File: src/sv/acc_pkg.sv
// Package for the box contact classifier: shared types and default constants.
// Used by every module of the block; depends on nothing else.
`timescale 1ns / 1ps

package acc_pkg;

  localparam int CoordBitsDefault  = 16;
  localparam int QueueDepthDefault = 2;

  typedef enum logic [2:0] {
    SIDE_UP     = 3'd0,
    SIDE_DOWN   = 3'd1,
    SIDE_LEFT   = 3'd2,
    SIDE_RIGHT  = 3'd3,
    SIDE_CENTRE = 3'd4
  } side_e;

  typedef enum logic [1:0] {
    PH_NONE      = 2'd0,
    PH_STARTED   = 2'd1,
    PH_CONTINUED = 2'd2
  } phase_e;

  // Classification of one pair as it travels from the front to the back.
  typedef struct packed {
    logic  hit;
    side_e side;
    logic  push;
    logic  last;
  } acc_ctrl_t;

endpackage

File: src/sv/acc_front.sv
// Front of the box contact classifier: overlap test, corner counts, side choice
// and doubled resolved coordinate for one pair. Depends on acc_pkg.
`timescale 1ns / 1ps

module acc_front import acc_pkg::*; #(
  parameter int COORD_BITS = CoordBitsDefault
) (
  input  logic signed [COORD_BITS-1:0] own_x_i,
  input  logic signed [COORD_BITS-1:0] own_y_i,
  input  logic        [COORD_BITS-2:0] own_w_i,
  input  logic        [COORD_BITS-2:0] own_h_i,
  input  logic                         own_is_box_i,
  input  logic signed [COORD_BITS-1:0] other_x_i,
  input  logic signed [COORD_BITS-1:0] other_y_i,
  input  logic        [COORD_BITS-2:0] other_w_i,
  input  logic        [COORD_BITS-2:0] other_h_i,
  input  logic                         other_is_box_i,
  input  logic                         other_blocks_i,
  input  logic                         frame_last_i,
  output acc_ctrl_t                    ctrl_o,
  output logic signed [COORD_BITS+1:0] resolve_x2_o,
  output logic signed [COORD_BITS+1:0] resolve_y2_o
);

  localparam int W2 = COORD_BITS + 2;

  logic signed [W2-1:0] ox2, oy2, cx2, cy2, ow, oh, cw, ch, sx, sy;
  logic signed [W2-1:0] ox_lo, ox_hi, oy_lo, oy_hi;
  logic                 overlap;
  logic [1:0]           cnt_left, cnt_right, cnt_up, cnt_down;
  logic [1:0]           best_lr, best_ud, best;

  // Doubled coordinates keep the half sizes exact.
  assign ox2 = {own_x_i[COORD_BITS-1], own_x_i, 1'b0};
  assign oy2 = {own_y_i[COORD_BITS-1], own_y_i, 1'b0};
  assign cx2 = {other_x_i[COORD_BITS-1], other_x_i, 1'b0};
  assign cy2 = {other_y_i[COORD_BITS-1], other_y_i, 1'b0};
  assign ow  = {3'b000, own_w_i};
  assign oh  = {3'b000, own_h_i};
  assign cw  = {3'b000, other_w_i};
  assign ch  = {3'b000, other_h_i};
  assign sx  = ow + cw;
  assign sy  = oh + ch;

  assign ox_lo = ox2 - ow;
  assign ox_hi = ox2 + ow;
  assign oy_lo = oy2 - oh;
  assign oy_hi = oy2 + oh;

  assign overlap = own_is_box_i && other_is_box_i &&
                   (ox_lo < cx2 + cw) && (cx2 - cw < ox_hi) &&
                   (oy_lo < cy2 + ch) && (cy2 - ch < oy_hi);

  // Counts are kept in pairs of corners; only their order matters.
  assign cnt_left  = {1'b0, ox_lo < cx2} + {1'b0, ox_hi < cx2};
  assign cnt_right = {1'b0, ox_lo > cx2} + {1'b0, ox_hi > cx2};
  assign cnt_up    = {1'b0, oy_lo < cy2} + {1'b0, oy_hi < cy2};
  assign cnt_down  = {1'b0, oy_lo > cy2} + {1'b0, oy_hi > cy2};

  assign best_lr = (cnt_right > cnt_left) ? cnt_right : cnt_left;
  assign best_ud = (cnt_down > cnt_up) ? cnt_down : cnt_up;
  assign best    = (best_ud > best_lr) ? best_ud : best_lr;

  always_comb begin
    ctrl_o.hit   = overlap;
    ctrl_o.side  = SIDE_UP;
    ctrl_o.push  = overlap && other_blocks_i;
    ctrl_o.last  = frame_last_i;
    resolve_x2_o = '0;
    resolve_y2_o = '0;
    if (overlap) begin
      priority if (best == cnt_up) begin
        ctrl_o.side  = SIDE_UP;
        resolve_y2_o = cy2 - sy;
      end else if (best == cnt_down) begin
        ctrl_o.side  = SIDE_DOWN;
        resolve_y2_o = cy2 + sy;
      end else if (best == cnt_left) begin
        ctrl_o.side  = SIDE_LEFT;
        resolve_x2_o = cx2 - sx;
      end else begin
        ctrl_o.side  = SIDE_RIGHT;
        resolve_x2_o = cx2 + sx;
      end
    end
  end

endmodule

File: src/sv/acc_queue.sv
// Short first-in first-out queue of register entries between front and back.
// Generic in width and depth; depends on acc_pkg for the default depth.
`timescale 1ns / 1ps

module acc_queue import acc_pkg::*; #(
  parameter int WIDTH = 8,
  parameter int DEPTH = QueueDepthDefault
) (
  input  logic             clk_i,
  input  logic             rst_ni,
  input  logic             push_i,
  input  logic [WIDTH-1:0] push_data_i,
  output logic             full_o,
  input  logic             pop_i,
  output logic             valid_o,
  output logic [WIDTH-1:0] pop_data_o
);

  localparam int PtrW = (DEPTH > 1) ? $clog2(DEPTH) : 1;
  localparam int CntW = $clog2(DEPTH + 1);
  localparam logic [PtrW-1:0] LastPtr = PtrW'(DEPTH - 1);
  localparam logic [CntW-1:0] FullCnt = CntW'(DEPTH);

  logic [WIDTH-1:0] mem_q [DEPTH];
  logic [PtrW-1:0]  wr_ptr_q, wr_ptr_d, rd_ptr_q, rd_ptr_d;
  logic [CntW-1:0]  count_q, count_d;
  logic             do_push, do_pop;

  assign full_o     = (count_q == FullCnt);
  assign valid_o    = (count_q != '0);
  assign pop_data_o = mem_q[rd_ptr_q];
  assign do_push    = push_i && !full_o;
  assign do_pop     = pop_i && valid_o;

  always_comb begin
    wr_ptr_d = wr_ptr_q;
    rd_ptr_d = rd_ptr_q;
    count_d  = count_q;
    if (do_push) begin
      wr_ptr_d = (wr_ptr_q == LastPtr) ? '0 : wr_ptr_q + 1'b1;
    end
    if (do_pop) begin
      rd_ptr_d = (rd_ptr_q == LastPtr) ? '0 : rd_ptr_q + 1'b1;
    end
    if (do_push && !do_pop) begin
      count_d = count_q + 1'b1;
    end else if (do_pop && !do_push) begin
      count_d = count_q - 1'b1;
    end
  end

  always_ff @(posedge clk_i or negedge rst_ni) begin
    if (!rst_ni) begin
      wr_ptr_q <= '0;
      rd_ptr_q <= '0;
      count_q  <= '0;
    end else begin
      wr_ptr_q <= wr_ptr_d;
      rd_ptr_q <= rd_ptr_d;
      count_q  <= count_d;
    end
  end

  always_ff @(posedge clk_i) begin
    if (do_push) begin
      mem_q[wr_ptr_q] <= push_data_i;
    end
  end

  a_count_bound : assert property (@(posedge clk_i) disable iff (!rst_ni)
    count_q <= FullCnt)
    else $error("queue count beyond depth");

  a_full_holds : assert property (@(posedge clk_i) disable iff (!rst_ni)
    (full_o && !pop_i) |=> full_o)
    else $error("full queue lost an entry without a pop");

  a_count_step : assert property (@(posedge clk_i) disable iff (!rst_ni)
    (do_push && !do_pop) |=> (count_q == $past(count_q) + 1'b1))
    else $error("queue count did not follow a push");

endmodule

File: src/sv/acc_back.sv
// Back of the box contact classifier: frame hit accumulation, contact state
// step on the frame's last item, and the output register. Depends on acc_pkg.
`timescale 1ns / 1ps

module acc_back import acc_pkg::*; #(
  parameter int COORD_BITS = CoordBitsDefault
) (
  input  logic                         clk_i,
  input  logic                         rst_ni,
  input  logic                         q_valid_i,
  input  acc_ctrl_t                    q_ctrl_i,
  input  logic signed [COORD_BITS+1:0] q_rx_i,
  input  logic signed [COORD_BITS+1:0] q_ry_i,
  output logic                         q_pop_o,
  output logic                         out_valid_o,
  input  logic                         out_ready_i,
  output logic                         hit_o,
  output logic [2:0]                   side_o,
  output logic signed [COORD_BITS+1:0] resolve_x2_o,
  output logic signed [COORD_BITS+1:0] resolve_y2_o,
  output logic                         push_out_o,
  output logic [1:0]                   contact_state_o
);

  logic                         out_valid_q;
  logic                         frame_hit_q, frame_hit_d;
  phase_e                       phase_q, phase_d;
  acc_ctrl_t                    ctrl_q;
  logic signed [COORD_BITS+1:0] rx_q, ry_q;
  logic                         any_hit;

  // The output register takes a new transaction whenever it is empty or drained.
  assign q_pop_o = q_valid_i && (!out_valid_q || out_ready_i);
  assign any_hit = frame_hit_q || q_ctrl_i.hit;

  always_comb begin
    frame_hit_d = frame_hit_q;
    phase_d     = phase_q;
    if (q_pop_o) begin
      if (q_ctrl_i.last) begin
        frame_hit_d = 1'b0;
        if (!any_hit) begin
          phase_d = PH_NONE;
        end else begin
          unique case (phase_q)
            PH_NONE: phase_d = PH_STARTED;
            default: phase_d = PH_CONTINUED;
          endcase
        end
      end else begin
        frame_hit_d = any_hit;
      end
    end
  end

  always_ff @(posedge clk_i or negedge rst_ni) begin
    if (!rst_ni) begin
      out_valid_q <= 1'b0;
      frame_hit_q <= 1'b0;
      phase_q     <= PH_NONE;
    end else begin
      frame_hit_q <= frame_hit_d;
      phase_q     <= phase_d;
      if (q_pop_o) begin
        out_valid_q <= 1'b1;
      end else if (out_ready_i) begin
        out_valid_q <= 1'b0;
      end
    end
  end

  always_ff @(posedge clk_i) begin
    if (q_pop_o) begin
      ctrl_q <= q_ctrl_i;
      rx_q   <= q_rx_i;
      ry_q   <= q_ry_i;
    end
  end

  assign out_valid_o     = out_valid_q;
  assign hit_o           = ctrl_q.hit;
  assign side_o          = ctrl_q.side;
  assign resolve_x2_o    = rx_q;
  assign resolve_y2_o    = ry_q;
  assign push_out_o      = ctrl_q.push;
  assign contact_state_o = phase_q;

  a_push_needs_hit : assert property (@(posedge clk_i) disable iff (!rst_ni)
    (out_valid_q && ctrl_q.push) |-> ctrl_q.hit)
    else $error("push flagged without a hit");

  a_miss_is_zero : assert property (@(posedge clk_i) disable iff (!rst_ni)
    (out_valid_q && !ctrl_q.hit) |->
      (ctrl_q.side == SIDE_UP && rx_q == '0 && ry_q == '0))
    else $error("miss carries a side or a coordinate");

  a_frame_cleared : assert property (@(posedge clk_i) disable iff (!rst_ni)
    (q_pop_o && q_ctrl_i.last) |=> !frame_hit_q)
    else $error("frame hit not cleared at frame end");

  a_started_needs_hit : assert property (@(posedge clk_i) disable iff (!rst_ni)
    (q_pop_o && q_ctrl_i.last && !any_hit) |=> (phase_q == PH_NONE))
    else $error("contact state kept over a frame without a hit");

endmodule

File: src/sv/aabb_contact_classifier.sv
// Top level of the box contact classifier: front classifier, queue and back.
// Depends on acc_pkg, acc_front, acc_queue and acc_back.
//
// Usage: each input transaction on in_valid_i / in_ready_o pairs the own box
// with one other collider. Every input transaction yields exactly one result
// transaction on out_valid_o / out_ready_i: hit, side, the doubled resolved
// coordinate, a push flag for blocking colliders and the contact state.
// The front classifies a pair combinationally and writes it into a short
// queue; the back pops the queue into the output register and steps the
// frame state on items marked frame_last.
// An accepted input is written into the queue, and the back then loads it
// into the output register once that register is free; out_valid_o rises
// with that load. Throughput is one pair per cycle while the receiver takes
// every result, set by the combinational front classifier and the
// one-per-cycle queue pop. When the receiver stalls the output register
// holds its result and the queue fills; in_ready_o drops only when the
// queue is full. Reset clears the queue, the output valid, the frame hit
// flag and the contact state (none).
`timescale 1ns / 1ps

module aabb_contact_classifier import acc_pkg::*; #(
  parameter int COORD_BITS  = CoordBitsDefault,
  parameter int QUEUE_DEPTH = QueueDepthDefault
) (
  input  logic                         clk_i,
  input  logic                         rst_ni,
  input  logic                         in_valid_i,
  output logic                         in_ready_o,
  input  logic signed [COORD_BITS-1:0] own_x_i,
  input  logic signed [COORD_BITS-1:0] own_y_i,
  input  logic        [COORD_BITS-2:0] own_w_i,
  input  logic        [COORD_BITS-2:0] own_h_i,
  input  logic                         own_is_box_i,
  input  logic signed [COORD_BITS-1:0] other_x_i,
  input  logic signed [COORD_BITS-1:0] other_y_i,
  input  logic        [COORD_BITS-2:0] other_w_i,
  input  logic        [COORD_BITS-2:0] other_h_i,
  input  logic                         other_is_box_i,
  input  logic                         other_blocks_i,
  input  logic                         frame_last_i,
  output logic                         out_valid_o,
  input  logic                         out_ready_i,
  output logic                         hit_o,
  output logic [2:0]                   side_o,
  output logic signed [COORD_BITS+1:0] resolve_x2_o,
  output logic signed [COORD_BITS+1:0] resolve_y2_o,
  output logic                         push_out_o,
  output logic [1:0]                   contact_state_o
);

  localparam int W2    = COORD_BITS + 2;
  localparam int QWIDTH = $bits(acc_ctrl_t) + 2 * W2;

  acc_ctrl_t                    f_ctrl, q_ctrl;
  logic signed [W2-1:0]         f_rx, f_ry, q_rx, q_ry;
  logic [QWIDTH-1:0]            q_wdata, q_rdata;
  logic                         q_full, q_valid, q_pop;

  acc_front #(
    .COORD_BITS(COORD_BITS)
  ) u_front (
    .own_x_i       (own_x_i),
    .own_y_i       (own_y_i),
    .own_w_i       (own_w_i),
    .own_h_i       (own_h_i),
    .own_is_box_i  (own_is_box_i),
    .other_x_i     (other_x_i),
    .other_y_i     (other_y_i),
    .other_w_i     (other_w_i),
    .other_h_i     (other_h_i),
    .other_is_box_i(other_is_box_i),
    .other_blocks_i(other_blocks_i),
    .frame_last_i  (frame_last_i),
    .ctrl_o        (f_ctrl),
    .resolve_x2_o  (f_rx),
    .resolve_y2_o  (f_ry)
  );

  assign q_wdata    = {f_ctrl, f_rx, f_ry};
  assign in_ready_o = !q_full;

  acc_queue #(
    .WIDTH(QWIDTH),
    .DEPTH(QUEUE_DEPTH)
  ) u_queue (
    .clk_i      (clk_i),
    .rst_ni     (rst_ni),
    .push_i     (in_valid_i),
    .push_data_i(q_wdata),
    .full_o     (q_full),
    .pop_i      (q_pop),
    .valid_o    (q_valid),
    .pop_data_o (q_rdata)
  );

  assign {q_ctrl, q_rx, q_ry} = q_rdata;

  acc_back #(
    .COORD_BITS(COORD_BITS)
  ) u_back (
    .clk_i          (clk_i),
    .rst_ni         (rst_ni),
    .q_valid_i      (q_valid),
    .q_ctrl_i       (q_ctrl),
    .q_rx_i         (q_rx),
    .q_ry_i         (q_ry),
    .q_pop_o        (q_pop),
    .out_valid_o    (out_valid_o),
    .out_ready_i    (out_ready_i),
    .hit_o          (hit_o),
    .side_o         (side_o),
    .resolve_x2_o   (resolve_x2_o),
    .resolve_y2_o   (resolve_y2_o),
    .push_out_o     (push_out_o),
    .contact_state_o(contact_state_o)
  );

endmodule
File: config.mk
export PLATFORM = sky130hd
export DESIGN_NAME = aabb_contact_classifier
export DESIGN_NICKNAME = d
export VERILOG_FILES = /design/src/sv/acc_pkg.sv /design/src/sv/acc_front.sv /design/src/sv/acc_queue.sv /design/src/sv/acc_back.sv /design/src/sv/aabb_contact_classifier.sv
export SDC_FILE = /design/constraint.sdc
export NUM_CORES = 1
export LEC_CHECK = 0
export ABC_AREA = 1
export BUFFER_PORTS_ARGS = -buffer_cell sky130_fd_sc_hd__buf_2
export CAP_MARGIN = 15
export CELL_PAD_IN_SITES_DETAIL_PLACEMENT = 0
export CELL_PAD_IN_SITES_GLOBAL_PLACEMENT = 1
export CORE_ASPECT_RATIO = 0.9
export CORE_MARGIN = 2
export CORE_UTILIZATION = 45
export CTS_BUF_LIST = sky130_fd_sc_hd__clkbuf_8
export DETAILED_ROUTE_END_ITERATION = 10
export HOLD_SLACK_MARGIN = 0.08
export PLACE_DENSITY = 0.9
export SLEW_MARGIN = 20
export SYNTH_ARGS = -nofsm -noshare
export SYNTH_HDL_FRONTEND = slang
export SYNTH_SLANG_ARGS = --single-unit
File: constraint.sdc
create_clock -name clk_i -period 5.8 [get_ports clk_i]
set_input_delay 0 -clock clk_i [delete_from_list [all_inputs] [get_ports clk_i]]
set_output_delay 0 -clock clk_i [all_outputs]
set_load 0.1 [all_outputs]
==> results_dict.tcl <==
set metrics [dict create \
    placed_cells 3626 \
    drt-pass1-iter-count 7 \
    power_frac_comb_pct 73.5 \
    met1_usage_pct 37.4 \
    root_buffer "clkbuf_8" \
    die_w_um 226 \
    final_util_pct 49.8 \
    synthFlopType "edfxtp_1" \
    worstSetupPathType "in2reg" \
    path_common_cell "nand2_1" \
    grt_pass1_vias 18500 \
    setup_violations 0 \
    die-area_um2 46300 \
    routed_wl_um 60500 \
    arrival_ps 5510 \
    relSlewSlack_pct 55.9 \
    antenna_found_initial 4 \
    remaining_drc_errors 0 \
    numCtsBuffers 25 \
    gp_congestion 0.975 \
    post-route-period-util_pct 91.7 \
    area_delta_synth_final_pct 9.52 \
    io_pins 177 \
    layout.cells.non_filler 3670 \
    grt_pass1_wl_um 95700 \
    placed_area_um2 21500 \
    syn-cell-area_um2 20000 \
    p_clk_share_pct 8.5 \
    yosysMostFrequentCell "nand2_1" \
    via_count 19200 \
    core_area_um2 44100 \
    p_total_mw 8.45 \
    start_util_pct 45.4 \
    reg2reg_from "u_back.out_valid_o$_DFFE_PN0P_" \
    timing.final.ws_setup_ps 480 \
    stdcell_area_um2 22000 \
    fin_setup_tns_ps 0 \
    grt-busiest-layer "met2" \
    hold_viol_final 0 \
    hpwlAfterDp_um 51700 \
    htree_levels 4 \
    synth_area_per_cell_um2 6.91 \
    grt_util_met2_pct 42.0 \
    pre_cts_ws_ps -90.5 \
    endpoint_kind "register" \
    yosysWarnings 0 \
    synth-edff-count 122 \
    cts_tree "done" \
    holdPathStages 5 \
    status "complete, no violations" \
    syn-num-nets 3401 \
    nets 3560 \
    finClkSkew_ps 21.7 \
    p_int_mw 3.57 \
    reg2reg_to "u_queue.count_q[1]$_DFFE_PN0P_" \
    tightest_slew_ps 656 \
    cap_viol_max_count 0 \
    clk_latency_ps 460 \
    wl_per_cell_um 16.5 \
    core.rowCount 73 \
    syn_inst 2900 \
    hp-start "other_x_i[15]" \
    grt_use_total_pct 26.0 \
    use_met3_pct 1.90 \
    cp_max_fo 16 \
    synth.largest_area_cell "ha_1" \
    p_sw_mw 4.88 \
    antenna_left 0 \
    synth_seq_area_share_pct 19.3 \
    holdWs_ps 198 \
    grt_overflow_total 0 \
    vdd_drop_max_mv 0.397 \
    netlist.area_leader.share_pct 22.2 \
    cts_buffer_depth 3 \
    slowest_delay_ps 370 \
    hold_path.class "in2reg" \
    path_clk_slew_ps 70 \
    cpMaxStageDelayCell "fa_1" \
    r2r_setup_slack_ps 3700 \
    synthArstFlopShare_pct 6.15 \
    p_per_area_nw_per_um2 385 \
    first_iter_violations 1243 \
    switching_share_pct 57.8 \
    reg2regPathDepth 9 \
    grt_max_degree 44 \
    start_kind "input port" \
    die-height_um 204 \
    ys_seq_elements 130 \
    layout_min_cycle_time_ps 5320 \
    cp.required_ps 5990 \
    synth_cell_type_count 54 \
    drive_gt1_share_pct 9.37 \
    numClockSinks 130 \
    io_buffers 175 \
    nFillCells 4514 \
    synthTopCellsByArea "ha_1 22%, edfxtp_1 18%, nand2_1 13%" \
    rsz0062_at_grt "yes" \
    hold_end "u_queue.mem_q[1][34]$_DFFE_PP_" \
    slew_viol_final 0 \
    viasPerCell 5.23 \
    p_seq_share_pct 18.0 \
    post-cts-setup-buffer-count 0 \
    fmax_ghz 0.188 \
    leakagePower_nw 11.8 \
    synth_commonest_cells "721 x nand2_1, 444 x inv_1, 355 x ha_1" \
]
## metal layers
layer  vias up  share of wire [%]  routed length [µm]
met1      8791                 49               29500
met3        74                5.0                3000
li1       9784                  -                   -
met5         -              0.020                  12
met2       533                 44               26700
met4         2                2.1                1250
## layout make-up
type	count	area, µm²	area share, %
Sequential cell	130	3860	17.6
Inverter	457	1730	7.86
Antenna cell	6	15.0	0.0684
Timing Repair Buffer	195	1070	4.86
Tap cell	600	751	3.42
Clock buffer	26	358	1.63
Clock inverter	6	23.8	0.108
Multi-Input combinational cell	2250	14200	64.5
## logic make-up (layout without fill, tap and decap cells)
group                    after synthesis  in the layout  share of synthesized area, %
adder cells (fa/ha/maj)              369            369                          23.6
buffers and inverters                520            684                          10.5
AND/OR/NAND/NOR                     1253           1253                          26.4
other                                  1              7                        0.0187
flip-flops                           130            130                          19.3
XOR/XNOR                             177            177                          7.73
AO/OA/AOI/OAI                        450            450                          12.5
## cell usage in the layout (no fill, tap or decap), types with 15 or more instances in the layout
cell      Yosys  routed
a21o_1       15      15
a21oi_1     219     218
buf_2        31     175
clkbuf_8      0      26
edfxtp_1    122     122
ha_1        355     355
inv_1       444     447
nand2_1     721     721
nand3_1     161     161
nand4_1      31      31
nor2_1      236     233
nor2_2       14      15
nor3_1       38      38
o21ai_0     112     112
o21ai_1      25      25
o21bai_1     19      19
xnor2_1      20      19
xor2_1      157     157
## worst max-delay path by stage
stage | startpoint | end | cells past startpoint | slack (ps)
2_1_floorplan | own_y_i[0] | u_queue.mem_q[0][20]$_DFFE_PP_ | 39 | 890
3_3_place_gp | own_w_i[1] | u_queue.mem_q[0][29]$_DFFE_PP_ | 40 | 80
3_5_place_dp | own_w_i[1] | u_queue.mem_q[0][34]$_DFFE_PP_ | 40 | -90
4_1_cts | own_w_i[1] | u_queue.mem_q[0][34]$_DFFE_PP_ | 40 | 370
5_1_grt | own_w_i[1] | u_queue.mem_q[1][15]$_DFFE_PP_ | 42 | -30
6_report | own_w_i[1] | u_queue.mem_q[1][15]$_DFFE_PP_ | 42 | 480
## power groups by stage
stage / sequential, mW / combinational, mW / clock [mW]
2_1_floorplan: 2.69 / 3.76 / 0
3_3_place_gp: 1.54 / 6.01 / 0
3_5_place_dp: 1.54 / 6.13 / 0
4_1_cts: 1.52 / 6.15 / 0.736
5_1_grt: 1.55 / 6.87 / 0.784
6_report: 1.52 / 6.21 / 0.719
## critical path: cells and delay by family
| kind | cells | cell delay (ps) |
|---|---|---|
| AO/OA/AOI/OAI | 3 | 430 |
| XOR/XNOR | 1 | 170 |
| adder cells (fa/ha/maj) | 6 | 1780 |
| buffers and inverters | 9 | 850 |
| AND/OR/NAND/NOR | 23 | 2290 |
## repair_timing
action	4_1_cts	5_1_grt
resized for setup	0	9
endpoints found under the hold margin	14	0
hold buffers	6	0
endpoints found under the setup margin	0	70
## registers in the layout (all words and copies together), names as in the netlist
register	count
u_queue.rd_ptr_q	1
u_back.contact_state_o	2
u_queue.mem_q	82
u_back.hit_o	1
u_queue.count_q	2
u_back.side_o	2
u_back.push_out_o	1
u_back.resolve_x2_o	18
u_back.resolve_y2_o	18
u_queue.wr_ptr_q	1
u_back.frame_hit_q	1
u_back.out_valid_o	1
Power figures use the tool's default switching activity.
